### config.mk
export PLATFORM = sky130hd
export DESIGN_NAME = aging_priority_scheduler
export DESIGN_NICKNAME = d
export VERILOG_FILES = /design/src/rtl/aps_pkg.sv /design/src/rtl/aps_slot_mem.sv /design/src/rtl/aging_priority_scheduler.sv
export SDC_FILE = /design/constraint.sdc
export NUM_CORES = 1
export LEC_CHECK = 0
export BUFFER_PORTS_ARGS = -buffer_cell sky130_fd_sc_hd__buf_2
export CORE_MARGIN = 5
export CORE_UTILIZATION = 55
export CTS_CLUSTER_SIZE = 40
export DETAILED_ROUTE_END_ITERATION = 8
export HOLD_SLACK_MARGIN = 0.02
export PLACE_DENSITY = 0.74
export SLEW_MARGIN = 10
export SYNTH_ARGS = -nofsm -noshare
export SYNTH_HDL_FRONTEND = slang
export SYNTH_HIERARCHICAL = 1
export SYNTH_SLANG_ARGS = --single-unit
### constraint.sdc
create_clock -name i_clk -period 9.6 [get_ports i_clk]
set_input_delay 1.44 -clock i_clk [delete_from_list [all_inputs] [get_ports i_clk]]
set_output_delay 1.44 -clock i_clk [all_outputs]
set_load 0.02 [all_outputs]
### src/rtl/aps_pkg.sv
// ----------------------------------------------------------------------------
// Aging priority scheduler package
// Transfer payload types, command and status codes, and the clamp applied to
// requested priorities on enqueue.
// ----------------------------------------------------------------------------
`default_nettype none

package aps_pkg;

    localparam int unsigned ENTRY_VALUE_W = 32;
    localparam int unsigned REQ_PRIO_W    = 8;
    localparam int unsigned STATUS_W      = 2;
    localparam int unsigned CLAMP_W       = 4;

    localparam logic [CLAMP_W-1:0] PRIO_MAX_REQUEST = 4'd10;

    localparam logic CMD_ENQUEUE = 1'b0;
    localparam logic CMD_DEQUEUE = 1'b1;

    localparam logic [STATUS_W-1:0] STATUS_OK    = 2'd0;
    localparam logic [STATUS_W-1:0] STATUS_EMPTY = 2'd1;
    localparam logic [STATUS_W-1:0] STATUS_FULL  = 2'd2;

    typedef struct packed {
        logic                             command;
        logic signed [ENTRY_VALUE_W-1:0]  entry_value;
        logic signed [REQ_PRIO_W-1:0]     requested_priority;
    } t_in_item;

    typedef struct packed {
        logic signed [ENTRY_VALUE_W-1:0]  removed_value;
        logic        [STATUS_W-1:0]       status;
    } t_out_item;

    // Negative requests become zero, requests above the maximum are capped.
    function automatic logic [CLAMP_W-1:0] clamp_request(
        input logic signed [REQ_PRIO_W-1:0] req
    );
        logic [CLAMP_W-1:0] res;
        if (req[REQ_PRIO_W-1]) begin
            res = '0;
        end else if (req > $signed({{(REQ_PRIO_W-CLAMP_W){1'b0}}, PRIO_MAX_REQUEST})) begin
            res = PRIO_MAX_REQUEST;
        end else begin
            res = req[CLAMP_W-1:0];
        end
        return res;
    endfunction

endpackage

`default_nettype wire

### src/rtl/aps_slot_mem.sv
// ----------------------------------------------------------------------------
// Aging priority scheduler slot memory
// Simple dual-port storage: one write port and one read port with registered
// read data. Holds each entry's value and priority side by side.
// ----------------------------------------------------------------------------
`default_nettype none

module aps_slot_mem #(
    parameter int unsigned DEPTH = 16,
    parameter int unsigned WIDTH = 40
) (
    input  wire logic                     i_clk,
    input  wire logic                     i_we,
    input  wire logic [$clog2(DEPTH)-1:0] i_waddr,
    input  wire logic [WIDTH-1:0]         i_wdata,
    input  wire logic [$clog2(DEPTH)-1:0] i_raddr,
    output      logic [WIDTH-1:0]         o_rdata
);

    logic [WIDTH-1:0] r_mem [DEPTH];

    always_ff @(posedge i_clk) begin
        if (i_we) begin
            r_mem[i_waddr] <= i_wdata;
        end
    end

    always_ff @(posedge i_clk) begin
        o_rdata <= r_mem[i_raddr];
    end

endmodule

`default_nettype wire

### src/rtl/aging_priority_scheduler.sv
// ----------------------------------------------------------------------------
// Aging priority scheduler
// Priority table of up to CAPACITY entries kept in arrival order, with
// removal of the highest priority entry and aging of the rest.
// ----------------------------------------------------------------------------
// Usage. Commands arrive on the input channel (i_in_valid / o_in_ready /
// i_in_data) and each gives exactly one result on the output channel
// (o_out_valid / i_out_ready / o_out_data). A transfer happens on a rising
// edge at which valid and ready are both high.
// An enqueue, or a command that is rejected because the table is full or
// empty, is answered from the idle state: its result is presented on the
// edge after the input transfer. A successful dequeue walks the table twice
// through a single memory read port, once to find the winner and once to
// close the gap and age the survivors; its result is presented when the
// second walk has returned the last stored entry.
// Commands are taken one at a time. The input is ready only while the
// sequencer is idle and the output register is empty or being emptied in the
// same cycle, so a stalled receiver holds the result and stops new commands.
// Reset empties the table and the output register at once; no clearing pass
// is needed because only slots below the occupancy are ever read.
// ----------------------------------------------------------------------------
`default_nettype none

module aging_priority_scheduler
    import aps_pkg::*;
#(
    parameter int unsigned CAPACITY              = 16,
    parameter int unsigned AGED_PRIORITY_CEILING = 255
) (
    input  wire logic      i_clk,
    input  wire logic      i_rst_n,
    input  wire logic      i_in_valid,
    output      logic      o_in_ready,
    input  wire t_in_item  i_in_data,
    output      logic      o_out_valid,
    input  wire logic      i_out_ready,
    output      t_out_item o_out_data
);

    localparam int unsigned IDX_W = $clog2(CAPACITY);
    localparam int unsigned CNT_W = $clog2(CAPACITY + 1);
    localparam int unsigned PRI_W = $clog2(AGED_PRIORITY_CEILING + 1);
    localparam int unsigned ENT_W = ENTRY_VALUE_W + PRI_W;

    localparam logic [CNT_W-1:0] CAP_C  = CNT_W'(CAPACITY);
    localparam logic [PRI_W-1:0] CEIL_C = PRI_W'(AGED_PRIORITY_CEILING);

    // Sequencer states.
    localparam logic [1:0] ST_IDLE    = 2'd0;
    localparam logic [1:0] ST_SCAN    = 2'd1;
    localparam logic [1:0] ST_COMPACT = 2'd2;

    logic [1:0]               r_state,     n_state;
    logic [CNT_W-1:0]         r_occ,       n_occ;
    logic [CNT_W-1:0]         r_idx,       n_idx;
    logic                     r_rd_vld,    n_rd_vld;
    logic [IDX_W-1:0]         r_rd_idx,    n_rd_idx;
    logic [IDX_W-1:0]         r_best_idx,  n_best_idx;
    logic [PRI_W-1:0]         r_best_pri,  n_best_pri;
    logic [ENTRY_VALUE_W-1:0] r_best_val,  n_best_val;
    logic                     r_out_valid, n_out_valid;
    t_out_item                r_out,       n_out;

    logic                     in_fire;
    logic                     issue;
    logic                     last_ret;
    logic [IDX_W-1:0]         last_idx;
    logic                     mem_we;
    logic [IDX_W-1:0]         mem_waddr;
    logic [ENT_W-1:0]         mem_wdata;
    logic [ENT_W-1:0]         mem_rdata;
    logic [ENTRY_VALUE_W-1:0] rd_val;
    logic [PRI_W-1:0]         rd_pri;
    logic [PRI_W-1:0]         aged_pri;

    aps_slot_mem #(
        .DEPTH (CAPACITY),
        .WIDTH (ENT_W)
    ) u_slot_mem (
        .i_clk   (i_clk),
        .i_we    (mem_we),
        .i_waddr (mem_waddr),
        .i_wdata (mem_wdata),
        .i_raddr (r_idx[IDX_W-1:0]),
        .o_rdata (mem_rdata)
    );

    // The input side opens only when the sequencer is idle and the single
    // result this command will produce has somewhere to go.
    assign o_in_ready = (r_state == ST_IDLE) && (!r_out_valid || i_out_ready);
    assign in_fire    = i_in_valid && o_in_ready;

    // Both walks issue one read per cycle over slots 0 .. occupancy-1; the
    // data returns in the next cycle tagged with its index.
    assign issue    = (r_state != ST_IDLE) && (r_idx < r_occ);
    assign last_idx = IDX_W'(r_occ - 1'b1);
    assign last_ret = r_rd_vld && (r_rd_idx == last_idx);

    assign rd_val   = mem_rdata[ENT_W-1:PRI_W];
    assign rd_pri   = mem_rdata[PRI_W-1:0];
    assign aged_pri = (rd_pri < CEIL_C) ? rd_pri + 1'b1 : CEIL_C;

    // Write port: an enqueue appends at the back; during compaction every
    // survivor is written back aged, those behind the winner one slot lower.
    // The write address never exceeds the index being read, so the walk
    // always reads entries that have not yet been moved.
    always_comb begin
        mem_we    = 1'b0;
        mem_waddr = r_rd_idx;
        mem_wdata = {rd_val, aged_pri};
        if (r_state == ST_IDLE) begin
            mem_we    = in_fire && (i_in_data.command == CMD_ENQUEUE) && (r_occ != CAP_C);
            mem_waddr = r_occ[IDX_W-1:0];
            mem_wdata = {i_in_data.entry_value,
                         PRI_W'(clamp_request(i_in_data.requested_priority))};
        end else if (r_state == ST_COMPACT) begin
            mem_we = r_rd_vld && (r_rd_idx != r_best_idx);
            if (r_rd_idx > r_best_idx) begin
                mem_waddr = r_rd_idx - 1'b1;
            end
        end
    end

    always_comb begin
        n_state     = r_state;
        n_occ       = r_occ;
        n_idx       = issue ? r_idx + 1'b1 : r_idx;
        n_rd_vld    = issue;
        n_rd_idx    = r_idx[IDX_W-1:0];
        n_best_idx  = r_best_idx;
        n_best_pri  = r_best_pri;
        n_best_val  = r_best_val;
        n_out_valid = r_out_valid && !i_out_ready;
        n_out       = r_out;

        case (r_state)
            ST_IDLE: begin
                if (in_fire) begin
                    n_out.removed_value = '0;
                    n_out.status        = STATUS_OK;
                    if (i_in_data.command == CMD_ENQUEUE) begin
                        n_out_valid = 1'b1;
                        if (r_occ == CAP_C) begin
                            n_out.status = STATUS_FULL;
                        end else begin
                            n_occ = r_occ + 1'b1;
                        end
                    end else if (r_occ == '0) begin
                        n_out_valid  = 1'b1;
                        n_out.status = STATUS_EMPTY;
                    end else begin
                        n_state = ST_SCAN;
                        n_idx   = '0;
                    end
                end
            end
            ST_SCAN: begin
                // Strictly greater keeps the oldest entry among equals.
                if (r_rd_vld && ((r_rd_idx == '0) || (rd_pri > r_best_pri))) begin
                    n_best_idx = r_rd_idx;
                    n_best_pri = rd_pri;
                    n_best_val = rd_val;
                end
                if (last_ret) begin
                    n_state = ST_COMPACT;
                    n_idx   = '0;
                end
            end
            ST_COMPACT: begin
                if (last_ret) begin
                    n_state             = ST_IDLE;
                    n_occ               = r_occ - 1'b1;
                    n_out_valid         = 1'b1;
                    n_out.removed_value = r_best_val;
                    n_out.status        = STATUS_OK;
                end
            end
            default: begin
                n_state = ST_IDLE;
            end
        endcase
    end

    always_ff @(posedge i_clk) begin
        if (!i_rst_n) begin
            r_state     <= ST_IDLE;
            r_occ       <= '0;
            r_idx       <= '0;
            r_rd_vld    <= 1'b0;
            r_out_valid <= 1'b0;
        end else begin
            r_state     <= n_state;
            r_occ       <= n_occ;
            r_idx       <= n_idx;
            r_rd_vld    <= n_rd_vld;
            r_out_valid <= n_out_valid;
        end
    end

    always_ff @(posedge i_clk) begin
        r_rd_idx   <= n_rd_idx;
        r_best_idx <= n_best_idx;
        r_best_pri <= n_best_pri;
        r_best_val <= n_best_val;
        r_out      <= n_out;
    end

    assign o_out_valid = r_out_valid;
    assign o_out_data  = r_out;

endmodule

`default_nettype wire

Word-level counts from Yosys, hierarchy flattened. Memory sizes are Yosys's and may differ from the RTL's. A register that Yosys moved wholly into a read port is not among the register bits. Cells that the tools add are included. W data, S select, Z words.

Equal/unequal tests: 13. Reduce and logical (&&, ||, !) cells: 22. $add $sub $neg: 5. Bitwise gates (word level): 1. Muxes and demuxes: 39. $lt $le $gt $ge: 5.

Operators with widths (number): $mux W34 (2); $pmux W34 S2 (1); $mux W5 (9); $mux W40 (1); $mux W4 (5); $pmux W5 S2 (2); $mux W2 (7); $ne A2 B2 Y1 const B (7); $add A5 B1 Y5 const B (2); $reduce_and A5 Y1 (2); $logic_and A1 B1 Y1 (9); $mux W1 (9); $add A8 B1 Y8 const B (1); $gt A8 B5 Y1 const B (1); $gt A8 B8 Y1 (1); $lt A8 B8 Y1 const B (1); $mux W8 (1); $pmux W2 S3 (1); $eq A5 B5 Y1 const B (1); $logic_not A5 Y1 (1); $lt A5 B5 Y1 (1); $ne A5 B5 Y1 const B (1); $sub A5 B1 Y5 const B (1); $eq A4 B4 Y1 (1); other kinds (14) (17).

Memories kept: 1. Register bits after elaboration: 96. Output and inout bits: 36. Input port bits: 45. Memory bits (writable): 640.

Memory list: u_slot_mem.r_mem (words 16, width 40, rd ports 1, clocked after Yosys merged registers in 1, write ports 1, line aps_slot_mem.sv:20) `logic [WIDTH-1:0] r_mem [DEPTH];`.

Depth between registers and ports, before layout.
Word-level depth: 9. Gate-level depth with buffers: 9.

Modules after synthesis. Netlist, hierarchy kept.

By module, submodules not included: aps_slot_mem (cells an instance 1040, times used 1, area each 25131.6 um2); aging_priority_scheduler (cells an instance 453, times used 1, area each 4789.6 um2).

Worst setup path after synthesis. OpenSTA, ideal clock, no wires.

Kind: input port to flip-flop. Start: input port i_out_ready. End: memory u_slot_mem.r_mem[0][0], enable pin. Stages on the path: 5. Data required time: 9113 ps. Path slack: 3845 ps. Arrival time: 5268 ps. Library setup time: 487 ps. Path through: nand2b_1 -> nand4_1 -> nand2_1 -> or3b_2 -> nor3_1.

Cells in the longest elaborated chain, start to end: 8.

RTL lines: start, declared (line aging_priority_scheduler.sv:36) `input wire logic i_out_ready,`; $logic_or A1 B1 Y1 (line aging_priority_scheduler.sv:90) `assign o_in_ready = (r_state == ST_IDLE) && (!r_out_valid || i_out_ready);`; $logic_and A1 B1 Y1 (line aging_priority_scheduler.sv:90); $logic_and A1 B1 Y1 (line aging_priority_scheduler.sv:91) `assign in_fire = i_in_valid && o_in_ready;`; $logic_and A1 B1 Y1 (2 in series) (line aging_priority_scheduler.sv:112) `mem_we = in_fire && (i_in_data.command == CMD_ENQUEUE) && (r_occ != CAP_C);`; $mux W1 (line aging_priority_scheduler.sv:111) `if (r_state == ST_IDLE) begin`; via mem_we (line aging_priority_scheduler.sv:68) `logic mem_we;`; $mux W1 (line aps_slot_mem.sv:23) `if (i_we) begin`; $mux W1 (not written as such) (line aps_slot_mem.sv:24) `r_mem[i_waddr] <= i_wdata;`; end, declared (line aps_slot_mem.sv:20).

The timed path passes the listed nets, and every way through them passes these cells.

Worst setup path in the final report.
Start: register r_state[0]. End: memory u_slot_mem.r_mem[13][17], enable pin.

Elaborated cells between the ends (all ways): 12. Those cells by class: eq/ne: 1; mux: 6; reduce/logical: 5.

RTL lines: start, declared (line aging_priority_scheduler.sv:53) `logic [1:0] r_state, n_state;`; start signal, assigned (line aging_priority_scheduler.sv:192) `r_state <= n_state;`; $eq A2 B2 Y1 (line aging_priority_scheduler.sv:116) `end else if (r_state == ST_COMPACT) begin`; $mux W4 (line aging_priority_scheduler.sv:116); $mux W4 (*) (line aging_priority_scheduler.sv:111); via mem_waddr[3] (line aging_priority_scheduler.sv:69) `logic [IDX_W-1:0] mem_waddr;`.

The timed path passes the listed nets; every way through them passes the cells marked *.

==> flow_summary.ini <==
[outcome]
status = complete, no violations

[timing]
fin_crit_ns = 4.32
tightest_slew_ns = 1.03
rsz0062_at_grt = false
min_period_over_period_pct = 45.0
fmax_mhz = 231
final_hold_viol_count = 0
holdWs_ns = 0.430
setup_ws_ns = 5.28
setup_viol = 0
maxSlewViolCount = 0
skew_ns = 0.0264
fin_setup_tns_ns = 0
slew_headroom_pct = 31.3

[drt]
drtPass1Iterations = 5
vias_per_cell = 6.23
drc = 0
ant_nets = 0
drt-total-wl_mm = 63.4
drt_iter0_markers = 1514
post_drt_wl_per_cell_um = 26.6
vias = 14900

[synth]
ys_seq_elements = 776
ys_warn_count = 6
synth.distinct_cells = 56
yosysSeqAreaShare_pct = 75.9
synth_ff_type = edfxtp_1
async_flop_share_pct = 0
synth-edff-count = 718
syn_area_sq_um = 29900
syn_nets = 1561
synthCells = 1493
syn_avg_cell_area_sq_um = 20.0

[power]
p_sw_mw = 1.40
pwr-share-clk_pct = 45.4
swShare_pct = 19.4
p_leak_nw = 11.2
seq_power_share_pct = 52.1
p_total_mw = 7.22
power.internal_mw = 5.82
power.density_nw_per_um2 = 213
power_frac_comb_pct = 2.5
ir_drop_mv = 0.166

[layout]
area_growth_pct = 13.5
utilization_pct = 63.1
final_cells = 2383
final_area_sq_um = 34000
diodes = 0
final_nets = 1689
layout-drive-gt1-share_pct = 22.3

[die]
die_y_um = 243
start_util_pct = 55.6
coreArea_sq_um = 53800
rows = 85
die_w_um = 243
io_pins = 81
die-area_sq_um = 59200

[placed_design]
gp_congestion = 0.794
place_ws_ns = 5.35
dp_hpwl_mm = 32.7
place_inst = 2236
dpl_cell_area_sq_um = 31200
port_buffers = 80

[critical_path]
crit_required_ns = 9.84
criticalPathCategory = reg -> reg
cp-start-kind = register
crit_arrival_ns = 4.56
crit_path_max_fanout = 45
setup.worst_path.end_class = register

[global_routing]
grt_pass1_wl_mm = 96.3
grt_max_degree = 65
gr-total-overflow = 0
grt_pass1_vias = 15400
antenna_found_initial = 2
grt.total_usage_pct = 21.5

[clock_tree]
htreeDepth = 3
clock-sinks = 776
path_clk_slew_ns = 0.06
postCtsSetupBuffers = 0
clkLatencyLatePin_ns = 0.62
postCtsResizedCells = 0
cts_tree = built
cts_hold_buffers = 0
cts_buffers = 79
root_buffer = clkbuf_16
clk_path_buf_depth = 3

[min_path]
hold_class = reg -> reg

[job]
drv_cap = 0
Yosys cell counts (2+ instances only):
| cell type | n | area [sq um] |
|---|---|---|
| a211oi_1 | 3 | 22.5 |
| a21o_1 | 3 | 22.5 |
| a21oi_1 | 12 | 60.1 |
| a221oi_1 | 2 | 17.5 |
| a22oi_1 | 82 | 616 |
| a31oi_1 | 9 | 56.3 |
| and2_1 | 36 | 225 |
| and3_1 | 3 | 18.8 |
| buf_12 | 11 | 220 |
| buf_2 | 16 | 80.1 |
| clkbuf_1 | 39 | 146 |
| dfxtp_1 | 58 | 1160 |
| edfxtp_1 | 718 | 21600 |
| ha_1 | 23 | 288 |
| inv_1 | 21 | 78.8 |
| mux2i_1 | 5 | 50.1 |
| mux4_1 | 60 | 1580 |
| mux4_2 | 100 | 2250 |
| nand2_1 | 157 | 589 |
| nand2b_1 | 6 | 37.5 |
| nand3_1 | 12 | 60.1 |
| nand3b_1 | 4 | 30.0 |
| nand4_1 | 6 | 37.5 |
| nor2_1 | 23 | 86.3 |
| nor2_2 | 2 | 12.5 |
| nor2b_1 | 8 | 50.1 |
| nor3_1 | 12 | 60.1 |
| nor3b_1 | 3 | 22.5 |
| o2111ai_1 | 2 | 17.5 |
| o211ai_1 | 5 | 37.5 |
| o21a_1 | 5 | 37.5 |
| o21ai_0 | 9 | 45.0 |
| o31ai_1 | 2 | 15.0 |
| or3_1 | 3 | 18.8 |
| or3b_2 | 2 | 17.5 |
| or4_1 | 3 | 22.5 |
| xnor2_1 | 5 | 43.8 |
| xor2_1 | 5 | 43.8 |
power by group through the flow:
stage | Combinational, mW | Sequential [mW] | Clock, mW
after floorplan | 0.0927 | 3.84 | 0
after global placement | 0.174 | 3.83 | 0
after detailed placement | 0.181 | 3.84 | 0
after CTS | 0.183 | 3.76 | 3.33
after global routing | 0.199 | 3.77 | 3.48
final | 0.180 | 3.76 | 3.28
sequential cells by signal (all words and copies together), names as in the netlist:
register            flops
r_rd_idx                4
r_state                 2
u_slot_mem/o_rdata     40
r_rd_vld                1
r_best_pri              8
r_best_val             32
r_occ                   5
r_idx                   5
o_out_valid             1
u_slot_mem/r_mem      640
r_best_idx              4
o_out_data             34
cells in the final DEF, fill, tap and decap left out, types with 6 or more instances in the layout:
| master | instances |
|---|---|
| nor3_1 | 8 |
| nand2_1 | 157 |
| nor2_1 | 10 |
| a31oi_1 | 9 |
| inv_1 | 21 |
| nand2b_1 | 6 |
| edfxtp_1 | 718 |
| buf_4 | 36 |
| nand3_1 | 12 |
| and2_1 | 35 |
| bufinv_16 | 15 |
| mux4_1 | 60 |
| mux4_2 | 100 |
| a22oi_1 | 82 |
| o21ai_0 | 9 |
| clkbuf_1 | 22 |
| a21oi_1 | 10 |
| buf_2 | 80 |
| nor2_4 | 14 |
| dfxtp_1 | 56 |
| ha_1 | 23 |
| clkbuf_16 | 82 |
| nand4_1 | 6 |
| clkinv_2 | 6 |
cell families (layout without fill, tap and decap cells):
logic type               Yosys count  in the layout  share of synthesized area [%]
adder cells (fa/ha/maj)           23             23                          0.962
AO/OA/AOI/OAI                    140            140                           3.38
buffers and inverters             90            284                           1.83
multiplexers                     166            166                           13.0
XOR/XNOR                          11             11                          0.347
AND/OR/NAND/NOR                  287            287                           4.53
flip-flops                       776            776                           75.9
worst max-delay path, stage by stage, from the launching register on:
cell and delay (ns):
dfxtp_1 0.67, or2_2 0.21, buf_4 0.57, and2_1 0.26, or3b_2 0.45, o211ai_1 0.17
nand3_1 0.35, nor2_4 0.64, buf_4 0.58
layout make-up:
cell class | count | area [sq um]
Clock inverter | 38 | 608
Tap cell | 696 | 871
Inverter | 21 | 78.8
Multi-Input combinational cell | 627 | 6810
Fill cell | 3560 | 19800
Clock buffer | 109 | 2200
Timing Repair Buffer | 116 | 671
Sequential cell | 776 | 22700
path summary, 6_finish.rpt:
check	startpoint	endpoint	slack (ns)	depth (start not counted)
max	r_state[0]	u_slot_mem/r_mem[13][17]	5.28	8
min	u_slot_mem/o_rdata[23]	r_best_val[15]	0.43	0
max reg2reg	r_state[0]	u_slot_mem/r_mem[13][17]	5.28	8
min reg2reg	u_slot_mem/o_rdata[23]	r_best_val[15]	0.43	0
metal layers:
layer / share of wire [%] / up-vias / global-route usage [%]
li1: - / 6365 / -
met5: 0.096 / - / 1.72
met1: 41 / 7685 / 31.2
met4: 2.3 / 4 / 6.56
met2: 48 / 694 / 33.8
met3: 8.4 / 109 / 4.15
Note: power is estimated with default switching activity, not from simulation.
